--- src/rtl/ofit_pkg.sv ---
// shared types and character codes of the obj face index triangulator
`default_nettype none

package ofit_pkg;

	localparam logic [7:0] CH_NL    = 8'h0A;
	localparam logic [7:0] CH_TAB   = 8'h09;
	localparam logic [7:0] CH_VTAB  = 8'h0B;
	localparam logic [7:0] CH_FF    = 8'h0C;
	localparam logic [7:0] CH_CR    = 8'h0D;
	localparam logic [7:0] CH_SPACE = 8'h20;
	localparam logic [7:0] CH_PLUS  = 8'h2B;
	localparam logic [7:0] CH_MINUS = 8'h2D;
	localparam logic [7:0] CH_SLASH = 8'h2F;
	localparam logic [7:0] CH_ZERO  = 8'h30;
	localparam logic [7:0] CH_NINE  = 8'h39;
	localparam logic [7:0] CH_F     = 8'h66;
	localparam logic [7:0] CH_T     = 8'h74;
	localparam logic [7:0] CH_V     = 8'h76;

	typedef enum logic [6:0] {
		K_START = 7'b0000001,
		K_V1    = 7'b0000010,
		K_VERT  = 7'b0000100,
		K_TEX   = 7'b0001000,
		K_FHEAD = 7'b0010000,
		K_FACE  = 7'b0100000,
		K_OTHER = 7'b1000000
	} kind_t;

	typedef enum logic [1:0] {
		ROLE_ANCHOR,
		ROLE_PREV,
		ROLE_EMIT
	} role_t;

	typedef struct packed {
		role_t role;
		logic  neg_pos;
		logic  neg_tex;
		logic  has_tex;
	} corner_ctl_t;

	typedef struct packed {
		logic [15:0] pos;
		logic [15:0] tex;
		logic        tex_ok;
		logic        err;
	} corner_t;

endpackage

`default_nettype wire

--- src/rtl/ofit_if.sv ---
// valid/ready channel interfaces for text bytes and triangles
`default_nettype none

interface ofit_text_if;
	logic       valid;
	logic       ready;
	logic [7:0] text_byte;
	logic       last_byte;

	modport source (output valid, text_byte, last_byte, input ready);
	modport sink (input valid, text_byte, last_byte, output ready);
endinterface

interface ofit_tri_if;
	logic        valid;
	logic        ready;
	logic [15:0] pos_a;
	logic [15:0] pos_b;
	logic [15:0] pos_c;
	logic [15:0] tex_a;
	logic [15:0] tex_b;
	logic [15:0] tex_c;
	logic [2:0]  tex_present;
	logic        index_error;

	modport source (output valid, pos_a, pos_b, pos_c, tex_a, tex_b, tex_c,
		tex_present, index_error, input ready);
	modport sink (input valid, pos_a, pos_b, pos_c, tex_a, tex_b, tex_c,
		tex_present, index_error, output ready);
endinterface

`default_nettype wire

--- src/rtl/ofit_front.sv ---
// front end: line classification, vertex and texture counting and corner field parsing
`default_nettype none

module ofit_front #(
	parameter int INDEX_BITS = 16
) (
	input  wire logic                        clk,
	input  wire logic                        arst_n,
	ofit_text_if.sink                        text,
	input  wire logic                        ev_full,
	output logic                             ev_push,
	output ofit_pkg::corner_ctl_t            ev_ctl,
	output logic [4*(INDEX_BITS+1)-1:0]      ev_data
);
	import ofit_pkg::*;

	localparam int MW = INDEX_BITS + 1;
	localparam logic [MW-1:0] LIM = {1'b1, {INDEX_BITS{1'b0}}};

	kind_t           kind_q, kind_d;
	logic [MW-1:0]   vcnt_q, vcnt_d, tcnt_q, tcnt_d;
	logic [1:0]      fn_q, fn_d, cc_q, cc_d;
	logic [MW-1:0]   mag_q, mag_d, rpos_q, rpos_d, rtex_q, rtex_d;
	logic            neg_q, neg_d, rpos_neg_q, rpos_neg_d, rtex_neg_q, rtex_neg_d;
	logic            started_q, started_d, stopped_q, stopped_d, topen_q, topen_d;
	logic            acc, close, line_end;
	logic [7:0]      c;
	logic [MW+3:0]   sum;
	logic [MW-1:0]   ev_pos, ev_tex;

	assign c   = text.text_byte;
	assign acc = text.valid && text.ready;
	assign sum = ({4'b0, mag_q} << 3) + ({4'b0, mag_q} << 1) + (MW+4)'(c[3:0]);
	assign text.ready = !ev_full;
	assign ev_push = close;
	assign ev_data = {ev_pos, ev_tex, vcnt_q, tcnt_q};

	always_comb begin
		kind_d     = kind_q;
		vcnt_d     = vcnt_q;
		tcnt_d     = tcnt_q;
		fn_d       = fn_q;
		cc_d       = cc_q;
		mag_d      = mag_q;
		neg_d      = neg_q;
		started_d  = started_q;
		stopped_d  = stopped_q;
		topen_d    = topen_q;
		rpos_d     = rpos_q;
		rpos_neg_d = rpos_neg_q;
		rtex_d     = rtex_q;
		rtex_neg_d = rtex_neg_q;
		close      = 1'b0;
		line_end   = 1'b0;
		if (acc) begin
			if (c == CH_NL) begin
				close    = (kind_q == K_FACE) && topen_q;
				line_end = 1'b1;
			end else begin
				unique case (kind_q)
					K_START: begin
						if (c == CH_V)
							kind_d = K_V1;
						else if (c == CH_F)
							kind_d = K_FHEAD;
						else
							kind_d = K_OTHER;
					end
					K_V1: begin
						if (c == CH_SPACE) begin
							kind_d = K_VERT;
							if (vcnt_q != LIM)
								vcnt_d = vcnt_q + MW'(1);
						end else if (c == CH_T) begin
							kind_d = K_TEX;
							if (tcnt_q != LIM)
								tcnt_d = tcnt_q + MW'(1);
						end else begin
							kind_d = K_OTHER;
						end
					end
					K_FHEAD: begin
						if (c == CH_SPACE)
							kind_d = K_FACE;
					end
					K_FACE: begin
						if (c == CH_SPACE) begin
							close = topen_q;
						end else if (c == CH_SLASH) begin
							topen_d = 1'b1;
							if (fn_q == 2'd0) begin
								rpos_d     = mag_q;
								rpos_neg_d = neg_q;
							end
							if (fn_q == 2'd1) begin
								rtex_d     = mag_q;
								rtex_neg_d = neg_q;
							end
							if (fn_q != 2'd3)
								fn_d = fn_q + 2'd1;
							mag_d     = '0;
							neg_d     = 1'b0;
							started_d = 1'b0;
							stopped_d = 1'b0;
						end else begin
							topen_d = 1'b1;
							if (!stopped_q) begin
								if (c >= CH_ZERO && c <= CH_NINE) begin
									mag_d     = (sum > (MW+4)'(LIM)) ? LIM : sum[MW-1:0];
									started_d = 1'b1;
								end else if (!started_q && (c == CH_TAB || c == CH_VTAB ||
										c == CH_FF || c == CH_CR)) begin
									started_d = 1'b0;
								end else if (!started_q && (c == CH_PLUS || c == CH_MINUS)) begin
									neg_d     = (c == CH_MINUS);
									started_d = 1'b1;
								end else begin
									stopped_d = 1'b1;
								end
							end
						end
					end
					K_VERT, K_TEX, K_OTHER: begin
						kind_d = kind_q;
					end
					default: begin
						kind_d = K_START;
					end
				endcase
				if (text.last_byte) begin
					if (kind_d == K_FACE && topen_d)
						close = 1'b1;
					line_end = 1'b1;
				end
			end
		end

		// closing field: the pending number lands in its field slot
		ev_ctl.has_tex = (fn_d != 2'd0);
		ev_pos         = (fn_d == 2'd0) ? mag_d : rpos_d;
		ev_ctl.neg_pos = (fn_d == 2'd0) ? neg_d : rpos_neg_d;
		ev_tex         = (fn_d == 2'd1) ? mag_d : rtex_d;
		ev_ctl.neg_tex = (fn_d == 2'd1) ? neg_d : rtex_neg_d;
		if (cc_q == 2'd0)
			ev_ctl.role = ROLE_ANCHOR;
		else if (cc_q == 2'd1)
			ev_ctl.role = ROLE_PREV;
		else
			ev_ctl.role = ROLE_EMIT;

		if (close)
			cc_d = (cc_q == 2'd0) ? 2'd1 : 2'd2;
		if (line_end) begin
			kind_d = K_START;
			cc_d   = 2'd0;
		end
		if (close || line_end) begin
			fn_d       = 2'd0;
			mag_d      = '0;
			neg_d      = 1'b0;
			started_d  = 1'b0;
			stopped_d  = 1'b0;
			topen_d    = 1'b0;
			rpos_d     = '0;
			rpos_neg_d = 1'b0;
			rtex_d     = '0;
			rtex_neg_d = 1'b0;
		end
	end

	always_ff @(posedge clk or negedge arst_n) begin
		if (!arst_n) begin
			kind_q     <= K_START;
			vcnt_q     <= '0;
			tcnt_q     <= '0;
			fn_q       <= 2'd0;
			cc_q       <= 2'd0;
			mag_q      <= '0;
			neg_q      <= 1'b0;
			started_q  <= 1'b0;
			stopped_q  <= 1'b0;
			topen_q    <= 1'b0;
			rpos_q     <= '0;
			rpos_neg_q <= 1'b0;
			rtex_q     <= '0;
			rtex_neg_q <= 1'b0;
		end else begin
			kind_q     <= kind_d;
			vcnt_q     <= vcnt_d;
			tcnt_q     <= tcnt_d;
			fn_q       <= fn_d;
			cc_q       <= cc_d;
			mag_q      <= mag_d;
			neg_q      <= neg_d;
			started_q  <= started_d;
			stopped_q  <= stopped_d;
			topen_q    <= topen_d;
			rpos_q     <= rpos_d;
			rpos_neg_q <= rpos_neg_d;
			rtex_q     <= rtex_d;
			rtex_neg_q <= rtex_neg_d;
		end
	end

`ifndef ASSERT_OFF
	a_close_in_face: assert property (@(posedge clk) disable iff (!arst_n)
		ev_push |-> kind_q == K_FACE)
		else $error("corner closed outside a face line");
	a_count_sat: assert property (@(posedge clk) disable iff (!arst_n)
		vcnt_q <= LIM && tcnt_q <= LIM)
		else $error("vertex or texture count beyond saturation");
`endif

endmodule

`default_nettype wire

--- src/rtl/ofit_queue.sv ---
// small register queue between the parser and the resolver
`default_nettype none

module ofit_queue #(
	parameter int WIDTH = 8,
	parameter int DEPTH = 4
) (
	input  wire logic             clk,
	input  wire logic             arst_n,
	input  wire logic             push,
	input  wire logic [WIDTH-1:0] din,
	output logic                  full,
	input  wire logic             pop,
	output logic                  valid,
	output logic [WIDTH-1:0]      dout
);
	localparam int AW = $clog2(DEPTH);

	logic [WIDTH-1:0] mem_q [DEPTH];
	logic [AW-1:0]    wr_q, rd_q;
	logic [AW:0]      cnt_q;

	assign full  = (cnt_q == (AW+1)'(DEPTH));
	assign valid = (cnt_q != '0);
	assign dout  = mem_q[rd_q];

	always_ff @(posedge clk) begin
		if (push)
			mem_q[wr_q] <= din;
	end

	always_ff @(posedge clk or negedge arst_n) begin
		if (!arst_n) begin
			wr_q  <= '0;
			rd_q  <= '0;
			cnt_q <= '0;
		end else begin
			if (push)
				wr_q <= wr_q + AW'(1);
			if (pop)
				rd_q <= rd_q + AW'(1);
			if (push && !pop)
				cnt_q <= cnt_q + (AW+1)'(1);
			else if (pop && !push)
				cnt_q <= cnt_q - (AW+1)'(1);
		end
	end

`ifndef ASSERT_OFF
	a_no_overflow: assert property (@(posedge clk) disable iff (!arst_n)
		push |-> !full)
		else $error("push into full queue");
	a_no_underflow: assert property (@(posedge clk) disable iff (!arst_n)
		pop |-> valid)
		else $error("pop from empty queue");
`endif

endmodule

`default_nettype wire

--- src/rtl/ofit_back.sv ---
// back end: index resolution, fan corner tracking and triangle output register
`default_nettype none

module ofit_back #(
	parameter int INDEX_BITS = 16
) (
	input  wire logic                         clk,
	input  wire logic                         arst_n,
	input  wire logic                         ev_valid,
	input  wire ofit_pkg::corner_ctl_t        ev_ctl,
	input  wire logic [4*(INDEX_BITS+1)-1:0]  ev_data,
	output logic                              ev_pop,
	ofit_tri_if.source                        faces
);
	import ofit_pkg::*;

	localparam int MW = INDEX_BITS + 1;

	logic [MW-1:0] mag_pos, mag_tex, vcnt, tcnt;
	logic [17:0]   rp, rt;
	corner_t       cur;
	corner_t       anchor_q, prev_q, oa_q, ob_q, oc_q;
	logic          emit, out_valid_q;

	// returns {in range, resolves to minus one, index}
	function automatic logic [17:0] resolve(input logic [MW-1:0] mag, input logic neg,
			input logic [MW-1:0] cnt);
		logic          ok, m1;
		logic [MW-1:0] idx;
		logic [MW:0]   cnt_p1;
		cnt_p1 = {1'b0, cnt} + (MW+1)'(1);
		if (neg && mag != '0) begin
			ok  = (mag <= cnt);
			idx = cnt - mag;
			m1  = ({1'b0, mag} == cnt_p1);
		end else begin
			ok  = (mag != '0) && (mag <= cnt);
			idx = mag - MW'(1);
			m1  = (mag == '0);
		end
		return {ok, m1, 16'(idx)};
	endfunction

	assign {mag_pos, mag_tex, vcnt, tcnt} = ev_data;
	assign rp = resolve(mag_pos, ev_ctl.neg_pos, vcnt);
	assign rt = resolve(mag_tex, ev_ctl.neg_tex, tcnt);

	always_comb begin
		cur.pos    = rp[17] ? rp[15:0] : 16'd0;
		cur.tex_ok = ev_ctl.has_tex && rt[17];
		cur.tex    = cur.tex_ok ? rt[15:0] : 16'd0;
		cur.err    = !rp[17] || (ev_ctl.has_tex && !rt[17] && !rt[16]);
	end

	assign emit   = (ev_ctl.role == ROLE_EMIT);
	assign ev_pop = ev_valid && (!emit || !out_valid_q || faces.ready);

	always_ff @(posedge clk) begin
		if (ev_pop) begin
			case (ev_ctl.role)
				ROLE_ANCHOR: anchor_q <= cur;
				ROLE_PREV:   prev_q   <= cur;
				ROLE_EMIT: begin
					oa_q   <= anchor_q;
					ob_q   <= prev_q;
					oc_q   <= cur;
					prev_q <= cur;
				end
				default: prev_q <= cur;
			endcase
		end
	end

	always_ff @(posedge clk or negedge arst_n) begin
		if (!arst_n)
			out_valid_q <= 1'b0;
		else if (ev_pop && emit)
			out_valid_q <= 1'b1;
		else if (faces.ready)
			out_valid_q <= 1'b0;
	end

	assign faces.valid       = out_valid_q;
	assign faces.pos_a       = oa_q.pos;
	assign faces.pos_b       = ob_q.pos;
	assign faces.pos_c       = oc_q.pos;
	assign faces.tex_a       = oa_q.tex;
	assign faces.tex_b       = ob_q.tex;
	assign faces.tex_c       = oc_q.tex;
	assign faces.tex_present = {oc_q.tex_ok, ob_q.tex_ok, oa_q.tex_ok};
	assign faces.index_error = oa_q.err || ob_q.err || oc_q.err;

`ifndef ASSERT_OFF
	a_emit_shows: assert property (@(posedge clk) disable iff (!arst_n)
		ev_pop && emit |=> faces.valid)
		else $error("triangle popped but not presented");
`endif

endmodule

`default_nettype wire

--- src/rtl/obj_face_index_triangulator_core.sv ---
// top level of the obj face index triangulator
//
// text: one byte of obj text per item, last_byte closes the final line.
// faces: one item per fan triangle (anchor, previous, current corner) with
//   resolved 0-based position and texture indices, texture flags and an
//   index error flag.
// throughput: one text byte per cycle while the corner queue is not full and one triangle
//   per cycle while faces is ready; a corner closes at most once per byte, so the parser never outruns the resolver
// path: the edge that takes the byte closing a corner writes it into the corner queue;
//   the resolver then loads its triangle into the output register that drives faces,
//   behind any corners queued ahead of it
// the parser and the resolver are parted by a four-entry corner queue; when
//   faces stalls, the output register holds its item, the resolver stops at
//   the next triangle and text.ready drops only once the queue is full
// reset: asynchronous, clears line state, vertex and texture counts and the
//   queue; the block takes bytes in the first cycle after reset
//
`default_nettype none

module obj_face_index_triangulator_core #(
	parameter int INDEX_BITS = 16
) (
	input  wire logic  clk,
	input  wire logic  arst_n,
	ofit_text_if.sink  text,
	ofit_tri_if.source faces
);
	import ofit_pkg::*;

	localparam int DW     = 4 * (INDEX_BITS + 1);
	localparam int CW     = $bits(corner_ctl_t);
	localparam int QDEPTH = 4;

	logic              ev_push, ev_full, ev_pop, ev_valid;
	corner_ctl_t       push_ctl, pop_ctl;
	logic [DW-1:0]     push_data, pop_data;

	ofit_front #(.INDEX_BITS(INDEX_BITS)) u_front (
		.clk     (clk),
		.arst_n  (arst_n),
		.text    (text),
		.ev_full (ev_full),
		.ev_push (ev_push),
		.ev_ctl  (push_ctl),
		.ev_data (push_data)
	);

	ofit_queue #(.WIDTH(CW + DW), .DEPTH(QDEPTH)) u_queue (
		.clk    (clk),
		.arst_n (arst_n),
		.push   (ev_push),
		.din    ({push_ctl, push_data}),
		.full   (ev_full),
		.pop    (ev_pop),
		.valid  (ev_valid),
		.dout   ({pop_ctl, pop_data})
	);

	ofit_back #(.INDEX_BITS(INDEX_BITS)) u_back (
		.clk      (clk),
		.arst_n   (arst_n),
		.ev_valid (ev_valid),
		.ev_ctl   (pop_ctl),
		.ev_data  (pop_data),
		.ev_pop   (ev_pop),
		.faces    (faces)
	);

endmodule

`default_nettype wire

--- src/flat_wrapper.sv ---
// flat-port wrapper written by rule: the top's interface ports become plain ports
module obj_face_index_triangulator_core_flat import ofit_pkg::*;
#(
	parameter int INDEX_BITS = 16
)
  (clk, arst_n, text_valid, text_text_byte, text_last_byte, text_ready, faces_valid, faces_pos_a, faces_pos_b, faces_pos_c, faces_tex_a, faces_tex_b, faces_tex_c, faces_tex_present, faces_index_error, faces_ready);
  ofit_text_if text_i ();
  ofit_tri_if faces_i ();
  input  wire logic clk;
  input  wire logic arst_n;
  input wire logic [$bits(text_i.valid)-1:0] text_valid;
  input wire logic [$bits(text_i.text_byte)-1:0] text_text_byte;
  input wire logic [$bits(text_i.last_byte)-1:0] text_last_byte;
  output wire logic [$bits(text_i.ready)-1:0] text_ready;
  output wire logic [$bits(faces_i.valid)-1:0] faces_valid;
  output wire logic [$bits(faces_i.pos_a)-1:0] faces_pos_a;
  output wire logic [$bits(faces_i.pos_b)-1:0] faces_pos_b;
  output wire logic [$bits(faces_i.pos_c)-1:0] faces_pos_c;
  output wire logic [$bits(faces_i.tex_a)-1:0] faces_tex_a;
  output wire logic [$bits(faces_i.tex_b)-1:0] faces_tex_b;
  output wire logic [$bits(faces_i.tex_c)-1:0] faces_tex_c;
  output wire logic [$bits(faces_i.tex_present)-1:0] faces_tex_present;
  output wire logic [$bits(faces_i.index_error)-1:0] faces_index_error;
  input wire logic [$bits(faces_i.ready)-1:0] faces_ready;
  assign text_i.valid = text_valid;
  assign text_i.text_byte = text_text_byte;
  assign text_i.last_byte = text_last_byte;
  assign text_ready = text_i.ready;
  assign faces_valid = faces_i.valid;
  assign faces_pos_a = faces_i.pos_a;
  assign faces_pos_b = faces_i.pos_b;
  assign faces_pos_c = faces_i.pos_c;
  assign faces_tex_a = faces_i.tex_a;
  assign faces_tex_b = faces_i.tex_b;
  assign faces_tex_c = faces_i.tex_c;
  assign faces_tex_present = faces_i.tex_present;
  assign faces_index_error = faces_i.index_error;
  assign faces_i.ready = faces_ready;
  obj_face_index_triangulator_core #(.INDEX_BITS(INDEX_BITS)) u_core (.clk(clk), .arst_n(arst_n), .text(text_i), .faces(faces_i));
endmodule
--- config.mk ---
export PLATFORM = sky130hd
export DESIGN_NAME = obj_face_index_triangulator_core_flat
export DESIGN_NICKNAME = d
export VERILOG_FILES = /design/src/rtl/ofit_pkg.sv /design/src/rtl/ofit_if.sv /design/src/rtl/ofit_front.sv /design/src/rtl/ofit_queue.sv /design/src/rtl/ofit_back.sv /design/src/rtl/obj_face_index_triangulator_core.sv /design/src/flat_wrapper.sv
export SDC_FILE = /design/constraint.sdc
export NUM_CORES = 1
export LEC_CHECK = 0
export BUFFER_PORTS_ARGS = -buffer_cell sky130_fd_sc_hd__buf_4
export CORE_MARGIN = 5
export CORE_UTILIZATION = 50
export CTS_BUF_LIST = sky130_fd_sc_hd__clkbuf_8
export CTS_CLUSTER_SIZE = 16
export DETAILED_ROUTE_END_ITERATION = 8
export GPL_TIMING_DRIVEN = 0
export PLACE_DENSITY = 0.67
export SETUP_SLACK_MARGIN = 0.15
export SKIP_LAST_GASP = 1
export SLEW_MARGIN = 20
export SYNTH_ARGS = -nofsm -noshare
export SYNTH_HDL_FRONTEND = slang
export SYNTH_SLANG_ARGS = --single-unit
--- constraint.sdc ---
create_clock -name clk -period 7.7 [get_ports clk]
set_input_delay 0.385 -clock clk [delete_from_list [all_inputs] [get_ports clk]]
set_output_delay 0.385 -clock clk [all_outputs]
set_load 0.05 [all_outputs]
Word-level counts from Yosys, hierarchy flattened
Memories as Yosys holds them, arrays and structs flattened.
Index checks and enable logic that the tools add are counted.
Widths: inputs -> output; s select.

word-level totals
  word-level logic and storage cells = 279
  bits in latches = 0
  memories kept = 1
  bits in read-only memories = 0
  flip-flop bits (word level) = 280
  RAM bits = 292

memories
  memory                words  width  read ports  clocked after memory_dff  write ports  line              RTL
  u_core.u_queue.mem_q  4      73     1           0                         1            ofit_queue.sv:19  logic [WIDTH-1:0] mem_q [DEPTH];

operators by class
  add/sub/neg operators = 14
  div/mod/pow operators = 0
  multiplexer cells = 123
  bitwise operators = 3
  order comparisons = 5
  multiply operators = 0
  reduce and logical (&&, ||, !) cells = 62
  shifts and indexed selects = 0
  equal/unequal tests = 33

operators by type and width
  cell                   count
  $mux 17                25
  $mux 7                 10
  $mux 1                 69
  $mux 16                4
  $eq 8x4->1 const B     5
  $add 17x1->17 const B  2
  $le 17x17->1           2
  $ne 17x17->1 const B   2
  $reduce_bool 17->1     2
  $eq 8x6->1 const B     4
  $sub 16x1->16 const B  2
  $sub 16x16->16         2
  $pmux 7 s4             1
  $eq 8x7->1 const B     3
  $mux 2                 12
  $add 20x18->21         1
  $add 21x4->21          1
  $gt 21x17->1 const B   1
  $add 17x1->18 const B  1
  $eq 17x18->1           1
  $logic_and 1x1->1      17
  $logic_not 17->1       1
  $eq 7x6->1 const B     2
  $reduce_bool 2->1      7
  other kinds (29)       63

Logic depth before layout (Yosys ltp)
Gate-level depths: netlist (run 1).

  depth after elaboration = 16
  depth in mapped cells = 22
  gate-level depth less buffers = 14

Cells and area by module
Synthesis (run 1) repeated with hierarchy kept, for this count alone.

unflattened totals
  cells, all modules = 2099
  area, all modules = 27725.3 um2

by module, submodules not included
  module      times used  area each (um2)  cells an instance
  ofit_queue  1           10925.5          415
  ofit_back   1           9929.5           862
  ofit_front  1           6870.3           822

Worst setup path after synthesis (run 1)
Ideal clock, no wire load.

  kind = register to register
  start point = register u_core.u_queue.rd_q[0]
  end point = register u_core.u_back.oa_q (netlist bit u_core.u_back.faces.pos_a[0]) (enable)
  stages on the path, launching flop included = 11
  path slack = 0.731 ns
  buffers on the path = 6
  period minus slack after synthesis = 6.969 ns
  arrival = 6.405 ns
  setup time = 0.564 ns
  cell sequence = dfrtp_1 -> buf_6 -> buf_12 -> buf_12 -> buf_12 -> buf_4 -> buf_2 -> mux4_2 -> nand2b_1 -> o21bai_1 -> nor2_1

on the way
  word-level cells in the longest chain between the ends = 7

ends and longest elaborated chain
  what                                   line                              RTL
  start, declared                        ofit_queue.sv:20                  logic [AW-1:0] wr_q, rd_q;
  start signal, assigned                 ofit_queue.sv:41                  rd_q <= rd_q + AW'(1);
  $mem_v2 4x73 (*)                       -
  $eq 2x2->1 (*)                         ofit_back.sv:55, ofit_back.sv:60
  $logic_not 1->1                        ofit_back.sv:56                   assign ev_pop = ev_valid && (!emit || !out_valid_q || faces.ready);
  $logic_or 1x1->1 (2 in series)         ofit_back.sv:56
  $logic_and 1x1->1                      ofit_back.sv:56
  $reduce_and 2->1 (no source line) (*)  -
  end signal, assigned                   ofit_back.sv:64                   oa_q <= anchor_q;
  end, declared                          ofit_back.sv:22                   corner_t anchor_q, prev_q, oa_q, ob_q, oc_q;

Every way passes the cells marked *; elsewhere a longest branch is shown, timed or not.
A chain may end at the register's enable or synchronous reset.

==> tab_implementation.tex, run 1 <==
\begin{tabular}{lr}
\hline
Metric & Value \\
\hline
\multicolumn{2}{l}{\textbf{Final layout}} \\
Layout filler cell count & 4420 \\
Layout Cell Area excl Fill & 31300 µm² \\
Area growth from synthesis to layout & 13.6\% \\
Fraction of final layout cells with drive strength greater than 1 & 20.2\% \\
Top library cells by usage in the layout, fill and taps aside & sky130\_fd\_sc\_hd\_\_edfxtp\_1, sky130\_fd\_sc\_hd\_\_buf\_4, sky130\_fd\_sc\_hd\_\_nand2\_1 \\
Layout Cells excl Fill & 3069 \\
Net count reported at finish & 2424 \\
Final core area utilization & 57.0\% \\
Most common cell after layout, fill and taps aside & sky130\_fd\_sc\_hd\_\_edfxtp\_1 \\
\multicolumn{2}{l}{\textbf{Floorplan}} \\
I/O pin cnt & 115 \\
Core area & 54900 µm² \\
Placement Rows & 86 \\
Die footprint & 59900 µm² \\
Die extent in y & 245 µm \\
Initial Util & 50.2\% \\
Die width & 245 µm \\
\multicolumn{2}{l}{\textbf{Clocking}} \\
TritonCTS clock tree & built \\
Clock Sink Count & 572 \\
H-tree levels & 3 \\
Inserted Clock Buffers & 87 \\
Later-pin clock latency in the skew report & 660 ps \\
Longest Clk Path Bufs & 3 \\
Clock-pin slew on the worst setup and hold paths & 60 ps \\
Clock root buffer master & sky130\_fd\_sc\_hd\_\_clkbuf\_8 \\
Post-CTS Setup Bufs & 0 \\
\multicolumn{2}{l}{\textbf{Detailed routing}} \\
Post-route DRC violation count & 0 \\
Vias per inst & 5.58 \\
Final routed wirelength across all metal layers & 59.5 mm \\
DRC violation total after the first TritonRoute iteration & 1302 \\
Per-cell routed wire length & 19.4 µm \\
Post-DRT Antenna Nets & 0 \\
Routed via count & 17.1k \\
First-pass DRT Iterations & 5 \\
\multicolumn{2}{l}{\textbf{Placement}} \\
HPWL after detailed placement & 43.3 mm \\
Cell Area, Placed & 29600 µm² \\
Number of buffers inserted by port buffering & 114 \\
Count of placed standard cells including taps & 2909 \\
Final weighted congestion of routability-driven global placement & 0.920 \\
\multicolumn{2}{l}{\textbf{Power}} \\
Switching part of the total power & 20.2\% \\
Worst vdd rail ir drop & 0.0971 mV \\
Power per Cell Area & 185 nW/µm² \\
Power Internal & 4620 µW \\
Relative contribution of the clock network to total power & 41.8\% \\
Logic pwr share & 1.0\% \\
Total power draw & 5790 µW \\
Switching Power & 1170 µW \\
Leakage power of the design & 0.0120 µW \\
Sequential share of power & 57.2\% \\
\multicolumn{2}{l}{\textbf{Worst setup path}} \\
Most repeated library cell on the critical path & sky130\_fd\_sc\_hd\_\_buf\_2 \\
Critical path buffers and inverters & 10 \\
Crit-path slowest cell & sky130\_fd\_sc\_hd\_\_clkbuf\_1 \\
Critical path data required time & 8100 ps \\
Cells on worst reg2reg path & 18 \\
Source of the worst register-to-register timing path & u\_core.u\_queue.rd\_q[1]\$\_DFFE\_PN0P\_ \\
Top fanout value on the critical path & 10 \\
Worst setup slack for register-to-register paths & 1450 ps \\
End of the worst register-to-register path & u\_core.u\_back.faces.pos\_c[13]\$\_DFFE\_PP\_ \\
Startpoint type of the worst setup path & register \\
Slowest cell delay on critical path & 650 ps \\
Critical Path Sink Type & register \\
Arr. time, crit path & 6650 ps \\
Dominant delay contributor by cell family on the critical path & buffers and inverters \\
Worst Path Class, Setup & register to register \\
Ordered list of cells on the worst path & clkbuf\_2 > clkbuf\_8 > buf\_6 > buf\_4 > buf\_2 > buf\_2 > buf\_2 > clkbuf\_1 > mux4\_2 > ha\_1 > buf\_1 > a22o\_1 > nor4\_1 > a311oi\_1 > a2111oi\_0 > o21ai\_2 > clkbuf\_1 > a211oi\_1 \\
\multicolumn{2}{l}{\textbf{Synthesis}} \\
Library cells used by synthesis & 90 \\
Mapped Area & 27600 µm² \\
Area share of the leading cell type in the synthesized netlist & 50.3\% \\
Avg Inst Size Synth & 13.3 µm² \\
Proportion of synthesized flip-flops having asynchronous set or reset & 19.2\% \\
Seq/Total Area, Yosys & 60.3\% \\
Ys flop type & sky130\_fd\_sc\_hd\_\_edfxtp\_1 \\
Cell count after synthesis & 2077 \\
Number of warnings issued by yosys & 0 \\
Cell type contributing the most total cell area after synthesis & sky130\_fd\_sc\_hd\_\_edfxtp\_1 \\
Ranking of synthesized cells by area & sky130\_fd\_sc\_hd\_\_edfxtp\_1, sky130\_fd\_sc\_hd\_\_dfrtp\_1, sky130\_fd\_sc\_hd\_\_ha\_1 \\
Number of flops mapped to enable cells by yosys & 462 \\
Synthesized netlist net count & 2205 \\
Flip-flop and latch count after synthesis & 572 \\
\multicolumn{2}{l}{\textbf{STA}} \\
Final count of pins violating max slew & 0 \\
Final number of setup-violating endpoints & 0 \\
Transition time of the tightest slew-check pin & 948 ps \\
RSZ-0062 raised after global routing & no \\
Slew Limit Headroom & 36.4\% \\
Final period utilization & 81.2\% \\
Final Hold Violating Endpoints & 0 \\
Post-Route Skew & 16.7 ps \\
Final Critical Period & 6250 ps \\
Timing-limited maximum frequency & 160 MHz \\
Post-route worst hold slack & 55.9 ps \\
\multicolumn{2}{l}{\textbf{GRT}} \\
Largest net degree at the start of global routing & 62 \\
GRT Residual Overflow & 0 \\
Via count of the first global-routing pass & 17.4k \\
GR Util All Layers & 20.0\% \\
Wire length of the first global-routing pass & 95.9 mm \\
Number of antenna violations at the first check in global routing & 1 \\
\multicolumn{2}{l}{\textbf{Min path}} \\
Worst Min Path Start & faces\_ready \\
Worst Hold End & u\_core.u\_back.faces.valid\$\_DFFE\_PN0P\_ \\
Worst hold path type & input pin to register \\
Hold depth & 3 \\
\multicolumn{2}{l}{\textbf{Run status}} \\
Result of the run & finished, final reports clean \\
\multicolumn{2}{l}{\textbf{Job}} \\
Maximum capacitance violations & 0 \\
\hline
\end{tabular}
[power by group through the flow]
stage / Combinational, µW / Clock (µW) / Sequential, µW
finish: 58.2 / 2420 / 3310
global route: 66.4 / 2620 / 3310
CTS: 59.3 / 2480 / 3310
detailed placement: 58.2 / 0 / 3370
global placement: 54.7 / 0 / 3370
floorplan: 28.2 / 0 / 3370
[flip-flops by register name (all words and copies together), names as in the netlist, 3 cells and up]
register / count
u_core.u_back.prev_q: 34
u_core.u_back.anchor_q: 34
u_core.u_front.mag_q: 17
u_core.u_back.faces.tex_present: 3
u_core.u_front.rtex_q: 17
u_core.u_back.faces.tex_b: 16
u_core.u_front.tcnt_q: 17
u_core.u_front.kind_q: 7
u_core.u_back.faces.pos_a: 16
u_core.u_front.vcnt_q: 17
u_core.u_back.faces.tex_a: 16
u_core.u_queue.cnt_q: 3
u_core.u_back.faces.tex_c: 16
u_core.u_back.faces.pos_b: 16
u_core.u_queue.mem_q: 292
u_core.u_front.rpos_q: 17
u_core.u_back.faces.pos_c: 16
[kinds of logic after synthesis]
logic type | synth area share, %
mux | 6.58
compound gates | 8.49
flops | 60.3
xor+xnor | 3.62
buf+inv | 5.48
fa+ha+maj | 5.36
simple gates | 10.1
[through the flow]
step	setup TNS, ps	setup WS [ps]
after floorplan	0	731
after global placement	-161250	-1600
after detailed placement	0	1400
after CTS	0	1390
after global routing	0	1070
final	0	1450
[layout make-up]
class                           instances  area, µm²  share of cell area [%]
Sequential cell                       572      16600                    53.1
Multi-Input combinational cell       1234       9450                    30.2
Clock buffer                           94       1290                    4.13
Timing Repair Buffer                  130       1130                    3.62
Buffer                                165       1110                    3.56
Tap cell                              704        881                    2.81
Clock inverter                         63        403                    1.29
Inverter                              106        398                    1.27
Antenna cell                            1       2.50                 0.00799
[tightest hold or removal path, delay by kind of cell]
family | cells | cell delay (ps)
simple gates | 1 | 100
buf+inv | 1 | 80
compound gates | 1 | 90
[cell usage after synthesis, types with 6 or more instances]
library cell               number
sky130_fd_sc_hd__a211oi_1      27
sky130_fd_sc_hd__a21o_1        24
sky130_fd_sc_hd__a21oi_1      105
sky130_fd_sc_hd__a22oi_1       19
sky130_fd_sc_hd__a311oi_1       8
sky130_fd_sc_hd__a31oi_1       11
sky130_fd_sc_hd__and2_1        14
sky130_fd_sc_hd__and3_1        28
sky130_fd_sc_hd__buf_2         11
sky130_fd_sc_hd__buf_4        104
sky130_fd_sc_hd__clkbuf_1      40
sky130_fd_sc_hd__dfrtp_1      109
sky130_fd_sc_hd__edfxtp_1     462
sky130_fd_sc_hd__ha_1         110
sky130_fd_sc_hd__inv_1        106
sky130_fd_sc_hd__mux2i_1        9
sky130_fd_sc_hd__mux4_1        15
sky130_fd_sc_hd__mux4_2        58
sky130_fd_sc_hd__nand2_1      186
sky130_fd_sc_hd__nand2b_1      10
sky130_fd_sc_hd__nand3_1       40
sky130_fd_sc_hd__nand4_1       25
sky130_fd_sc_hd__nor2_1       120
sky130_fd_sc_hd__nor2b_1       14
sky130_fd_sc_hd__nor3_1        35
sky130_fd_sc_hd__nor4_1        13
sky130_fd_sc_hd__nor4b_1        9
sky130_fd_sc_hd__o211ai_1       6
sky130_fd_sc_hd__o21a_1        12
sky130_fd_sc_hd__o21ai_0       86
sky130_fd_sc_hd__o31ai_1       12
sky130_fd_sc_hd__or2_2         13
sky130_fd_sc_hd__or3_1          6
sky130_fd_sc_hd__xnor2_1       83
sky130_fd_sc_hd__xor2_1        29
[how the worst max path moves through the flow]
stage                                  startpoint                                       to  slack [ps]  cells after the start
6_report       u_core.u_queue.rd_q[1]$_DFFE_PN0P_  u_core.u_back.faces.pos_c[13]$_DFFE_PP_        1450                     18
5_1_grt        u_core.u_queue.rd_q[1]$_DFFE_PN0P_       u_core.u_back.prev_q[32]$_DFFE_PP_        1070                     22
4_1_cts        u_core.u_queue.rd_q[1]$_DFFE_PN0P_  u_core.u_back.faces.pos_c[13]$_DFFE_PP_        1390                     18
3_5_place_dp   u_core.u_queue.rd_q[1]$_DFFE_PN0P_       u_core.u_back.prev_q[31]$_DFFE_PP_        1400                     18
3_3_place_gp   u_core.u_queue.rd_q[1]$_DFFE_PN0P_   u_core.u_back.faces.tex_c[5]$_DFFE_PP_       -1600                     10
2_1_floorplan  u_core.u_queue.rd_q[0]$_DFFE_PN0P_   u_core.u_back.faces.pos_a[0]$_DFFE_PP_         730                     10
[what timing repair did]
action / CTS / global route
hold buffers: 2 / 0
gates resized for setup: 0 / 0
endpoints found under the hold margin: 60 / 0
[routing by layer]
metal / routed length (µm) / track usage, % / vias to the layer above
met5: 0 / 0 / -
met4: 1380 / 6.57 / 0
met3: 3130 / 3.14 / 77
met2: 29300 / 33.6 / 495
met1: 25700 / 27.0 / 8451
li1: - / - / 8093
Power figures use the tool's default switching activity.
==> run 2, diff against run 1 <==
Settings changed: ABC_AREA from default to 1.
Clock period 7.7 ns to 6.3 ns, I/O delays scaled along.
==> tab_implementation.tex, run 2 <==
\begin{tabular}{lr}
\hline
Metric & Value \\
\hline
\multicolumn{2}{l}{\textbf{Power}} \\
Power per Cell Area & 536 nW/µm² (was 185 nW/µm²) \\
Leakage power of the design & 0.0143 µW (was 0.0120 µW) \\
Worst vdd rail ir drop & 0.410 mV (was 0.0971 mV) \\
\multicolumn{2}{l}{\textbf{Detailed routing}} \\
Per-cell routed wire length & 18.3 µm (was 19.4 µm) \\
Final routed wirelength across all metal layers & 73.0 mm (was 59.5 mm) \\
First-pass DRT Iterations & 5 (unchanged) \\
Post-route DRC violation count & 0 (unchanged) \\
Vias per inst & 5.29 (was 5.58) \\
DRC violation total after the first TritonRoute iteration & 1567 (was 1302) \\
Post-DRT Antenna Nets & 0 (unchanged) \\
Routed via count & 21.1k (was 17.1k) \\
\multicolumn{2}{l}{\textbf{Run status}} \\
Result of the run & finished, final reports clean (unchanged) \\
\multicolumn{2}{l}{\textbf{STA}} \\
Worst setup slack after layout & 1270 ps (was 1450 ps) \\
Transition time of the tightest slew-check pin & 1070 ps (was 948 ps) \\
Timing-limited maximum frequency & 199 MHz (was 160 MHz) \\
Final period utilization & 79.8\% (was 81.2\%) \\
Final Hold Violating Endpoints & 0 (unchanged) \\
Final count of pins violating max slew & 0 (unchanged) \\
Final Critical Period & 5030 ps (was 6250 ps) \\
RSZ-0062 raised after global routing & no (unchanged) \\
Final number of setup-violating endpoints & 0 (unchanged) \\
Post-Route Skew & 46.3 ps (was 16.7 ps) \\
Slew Limit Headroom & 27.9\% (was 36.4\%) \\
\multicolumn{2}{l}{\textbf{Final layout}} \\
Fraction of final layout cells with drive strength greater than 1 & 16.5\% (was 20.2\%) \\
Top library cells by usage in the layout, fill and taps aside & sky130\_fd\_sc\_hd\_\_nand2\_1, sky130\_fd\_sc\_hd\_\_edfxtp\_1, sky130\_fd\_sc\_hd\_\_inv\_1 (was sky130\_fd\_sc\_hd\_\_edfxtp\_1, sky130\_fd\_sc\_hd\_\_buf\_4, sky130\_fd\_sc\_hd\_\_nand2\_1) \\
Most common cell after layout, fill and taps aside & sky130\_fd\_sc\_hd\_\_nand2\_1 (was sky130\_fd\_sc\_hd\_\_edfxtp\_1) \\
Register with the most flip-flops & u\_core.u\_queue.mem\_q (unchanged) \\
Area growth from synthesis to layout & 14.2\% (was 13.6\%) \\
Flip-flop count of the largest register, all copies and words added & 292 (unchanged) \\
Net count reported at finish & 3284 (was 2424) \\
Largest regs & u\_core.u\_queue.mem\_q: 292 flops, u\_core.u\_back.anchor\_q: 34 flops, u\_core.u\_back.prev\_q: 34 flops (unchanged) \\
Layout Cell Area excl Fill & 33400 µm² (was 31300 µm²) \\
\multicolumn{2}{l}{\textbf{Clocking}} \\
H-tree levels & 3 (unchanged) \\
Clock Sink Count & 572 (unchanged) \\
Later-pin clock latency in the skew report & 700 ps (was 660 ps) \\
Inserted Clock Buffers & 92 (was 87) \\
Clock root buffer master & sky130\_fd\_sc\_hd\_\_clkbuf\_8 (unchanged) \\
TritonCTS clock tree & built (unchanged) \\
Number of cells upsized or downsized after cts & 0 (unchanged) \\
Hold-fix buffers, CTS & 4 (was 2) \\
Post-CTS Setup Bufs & 0 (unchanged) \\
Clock-pin slew on the worst setup and hold paths & 60 ps (about the same) \\
Longest Clk Path Bufs & 3 (unchanged) \\
\multicolumn{2}{l}{\textbf{Synthesis}} \\
Most frequent cells after synthesis & sky130\_fd\_sc\_hd\_\_nand2\_1, sky130\_fd\_sc\_hd\_\_edfxtp\_1, sky130\_fd\_sc\_hd\_\_inv\_1, sky130\_fd\_sc\_hd\_\_nor2\_1, sky130\_fd\_sc\_hd\_\_nand3\_1 (was sky130\_fd\_sc\_hd\_\_edfxtp\_1, sky130\_fd\_sc\_hd\_\_nand2\_1, sky130\_fd\_sc\_hd\_\_nor2\_1, sky130\_fd\_sc\_hd\_\_ha\_1, sky130\_fd\_sc\_hd\_\_dfrtp\_1) \\
Proportion of synthesized flip-flops having asynchronous set or reset & 19.2\% (unchanged) \\
Seq/Total Area, Yosys & 56.9\% (was 60.3\%) \\
Synthesized netlist net count & 3053 (was 2205) \\
Ys flop type & sky130\_fd\_sc\_hd\_\_edfxtp\_1 (unchanged) \\
Ranking of synthesized cells by area & sky130\_fd\_sc\_hd\_\_edfxtp\_1, sky130\_fd\_sc\_hd\_\_nand2\_1, sky130\_fd\_sc\_hd\_\_dfrtp\_1 (was sky130\_fd\_sc\_hd\_\_edfxtp\_1, sky130\_fd\_sc\_hd\_\_dfrtp\_1, sky130\_fd\_sc\_hd\_\_ha\_1) \\
Flip-flop and latch count after synthesis & 572 (unchanged) \\
Most used standard cell by instance count after synthesis & sky130\_fd\_sc\_hd\_\_nand2\_1 (was sky130\_fd\_sc\_hd\_\_edfxtp\_1) \\
Number of flops mapped to enable cells by yosys & 462 (unchanged) \\
Cell type contributing the most total cell area after synthesis & sky130\_fd\_sc\_hd\_\_edfxtp\_1 (unchanged) \\
Avg Inst Size Synth & 9.99 µm² (was 13.3 µm²) \\
Area share of the leading cell type in the synthesized netlist & 47.5\% (was 50.3\%) \\
Cell count after synthesis & 2925 (was 2077) \\
Mapped Area & 29200 µm² (was 27600 µm²) \\
Number of warnings issued by yosys & 0 (unchanged) \\
Library cells used by synthesis & 65 (was 90) \\
\multicolumn{2}{l}{\textbf{Placement}} \\
HPWL after detailed placement & 53.9 mm (was 43.3 mm) \\
Pre-CTS setup slack & 1350 ps (was 1400 ps) \\
Cell Area, Placed & 31600 µm² (was 29600 µm²) \\
Number of buffers inserted by port buffering & 114 (unchanged) \\
Final weighted congestion of routability-driven global placement & 0.902 (was 0.920) \\
\multicolumn{2}{l}{\textbf{Worst setup path}} \\
Dominant delay contributor by cell family on the critical path & buffers and inverters (unchanged) \\
Critical path buffers and inverters & 8 (was 10) \\
Arr. time, crit path & 5420 ps (was 6650 ps) \\
Critical path data required time & 6690 ps (was 8100 ps) \\
Worst Path Class, Setup & register to register (unchanged) \\
Top fanout value on the critical path & 10 (unchanged) \\
Startpoint type of the worst setup path & register (unchanged) \\
Stages on worst setup path & 21 (was 18) \\
Slowest cell delay on critical path & 610 ps (was 650 ps) \\
Worst setup slack for register-to-register paths & 1270 ps (was 1450 ps) \\
Source of the worst register-to-register timing path & u\_core.u\_queue.rd\_q[0]\$\_DFFE\_PN0P\_ (was u\_core.u\_queue.rd\_q[1]\$\_DFFE\_PN0P\_) \\
End of the worst register-to-register path & u\_core.u\_back.faces.pos\_c[11]\$\_DFFE\_PP\_ (was u\_core.u\_back.faces.pos\_c[13]\$\_DFFE\_PP\_) \\
Cells on worst reg2reg path & 21 (was 18) \\
Most repeated library cell on the critical path & sky130\_fd\_sc\_hd\_\_nand2\_1 (was sky130\_fd\_sc\_hd\_\_buf\_2) \\
Critical Path Sink Type & register (unchanged) \\
Crit-path slowest cell & sky130\_fd\_sc\_hd\_\_a32oi\_1 (was sky130\_fd\_sc\_hd\_\_clkbuf\_1) \\
Ordered list of cells on the worst path & buf\_6 > inv\_6 > buf\_6 > buf\_4 > buf\_4 > buf\_2 > buf\_1 > nand2\_1 > a32oi\_1 > ha\_1 > nand2\_1 > o21ai\_1 > inv\_1 > o21ai\_1 > nand2\_1 > nand2\_1 > a21oi\_1 > o21ai\_1 > or2\_2 > a21oi\_1 > nor2\_1 (was clkbuf\_2 > clkbuf\_8 > buf\_6 > buf\_4 > buf\_2 > buf\_2 > buf\_2 > clkbuf\_1 > mux4\_2 > ha\_1 > buf\_1 > a22o\_1 > nor4\_1 > a311oi\_1 > a2111oi\_0 > o21ai\_2 > clkbuf\_1 > a211oi\_1) \\
\multicolumn{2}{l}{\textbf{Floorplan}} \\
Die width & 252 µm (was 245 µm) \\
Initial Util & 50.6\% (was 50.2\%) \\
Die extent in y & 252 µm (was 245 µm) \\
Die footprint & 63400 µm² (was 59900 µm²) \\
Core area & 57800 µm² (was 54900 µm²) \\
Placement Rows & 88 (was 86) \\
I/O pin cnt & 115 (unchanged) \\
\multicolumn{2}{l}{\textbf{Min path}} \\
Worst Hold End & u\_core.u\_front.kind\_q[4]\$\_DFFE\_PN0P\_ (was u\_core.u\_back.faces.valid\$\_DFFE\_PN0P\_) \\
Hold depth & 5 (was 3) \\
Worst hold path type & input pin to register (unchanged) \\
Worst Min Path Start & text\_text\_byte[5] (was faces\_ready) \\
\multicolumn{2}{l}{\textbf{GRT}} \\
Wire length of the first global-routing pass & 114 mm (was 95.9 mm) \\
Number of antenna violations at the first check in global routing & 1 (unchanged) \\
Largest net degree at the start of global routing & 111 (was 62) \\
GRT Residual Overflow & 0 (unchanged) \\
Via count of the first global-routing pass & 20.6k (was 17.4k) \\
GR Util All Layers & 22.7\% (was 20.0\%) \\
\multicolumn{2}{l}{\textbf{Job}} \\
Maximum capacitance violations & 0 (unchanged) \\
\hline
\end{tabular}
-- run 2: cells by family after synthesis --
| family | Yosys count | share of synthesized area [%] |
|---|---|---|
| flops | 572 | 56.9 |
| simple gates | 1358 | 20.1 |
| fa+ha+maj | 115 | 5.05 |
| buf+inv | 443 | 7.90 |
| mux | 34 | 1.19 |
| xor+xnor | 83 | 2.49 |
| compound gates | 320 | 6.36 |
-- run 2: stage by stage --
stage / util, % / instances / hold slack, ps / TNS (ps) / total power (µW)
global route: 57.7 / 3988 / 196 / 0 / 19000
finish: 57.7 / 3988 / 162 / 0 / 17900
detailed placement: 54.6 / 3823 / 405 / 0 / 14900
CTS: 57.7 / 3987 / 122 / 0 / 17900
floorplan: - / 2925 / 19.4 / 0 / 12100
global placement: 53.7 / 3804 / 400 / -368890 / 14600
-- run 2: how the worst max path moves through the flow --
stage	endpoint	startpoint	slack, ps
after global routing	u_core.u_back.faces.pos_c[11]$_DFFE_PP_	u_core.u_queue.rd_q[0]$_DFFE_PN0P_	1050
after floorplan	u_core.u_queue.mem_q[0][0]$_DFFE_PP_	u_core.u_queue.cnt_q[0]$_DFFE_PN0P_	1430
after global placement	u_core.u_queue.mem_q[0][44]$_DFFE_PP_	u_core.u_front.kind_q[2]$_DFFE_PN0P_	-1330
after detailed placement	u_core.u_back.anchor_q[29]$_DFFE_PP_	u_core.u_queue.rd_q[0]$_DFFE_PN0P_	1350
final	u_core.u_back.faces.pos_c[11]$_DFFE_PP_	u_core.u_queue.rd_q[0]$_DFFE_PN0P_	1270
after CTS	u_core.u_back.faces.pos_c[11]$_DFFE_PP_	u_core.u_queue.rd_q[0]$_DFFE_PN0P_	1330
-- run 2: worst reg2reg max path, delay by kind of cell, from the launching register on --
kind | cells | cell delay, ps
buf+inv | 8 | 1640
compound gates | 6 | 1500
simple gates | 6 | 800
flops | 1 | 450
fa+ha+maj | 1 | 360
-- run 2: area by class of cell --
type	count	area, µm²
clock buffer	103	1420
sequential	572	16600
fill	4894	24400
clock inverter	57	329
inverter	261	990
tap	765	957
buffer	182	1320
multi-input combinational	1910	10300
timing repair buffer	137	1390
antenna	1	2.50
-- run 2: power by group --
part | total (µW) | internal (µW) | switching (µW)
clock | 3020 | 1580 | 1430
combinational | 9450 | 2990 | 6460
sequential | 5410 | 5240 | 170
total | 17900 | 9810 | 8060
-- run 2: metal layers --
metal | global-route usage [%] | routed length, µm
met1 | 31.0 | 31900
met2 | 38.2 | 35400
met3 | 3.26 | 3880
met4 | 6.53 | 1770
met5 | 0 | 0
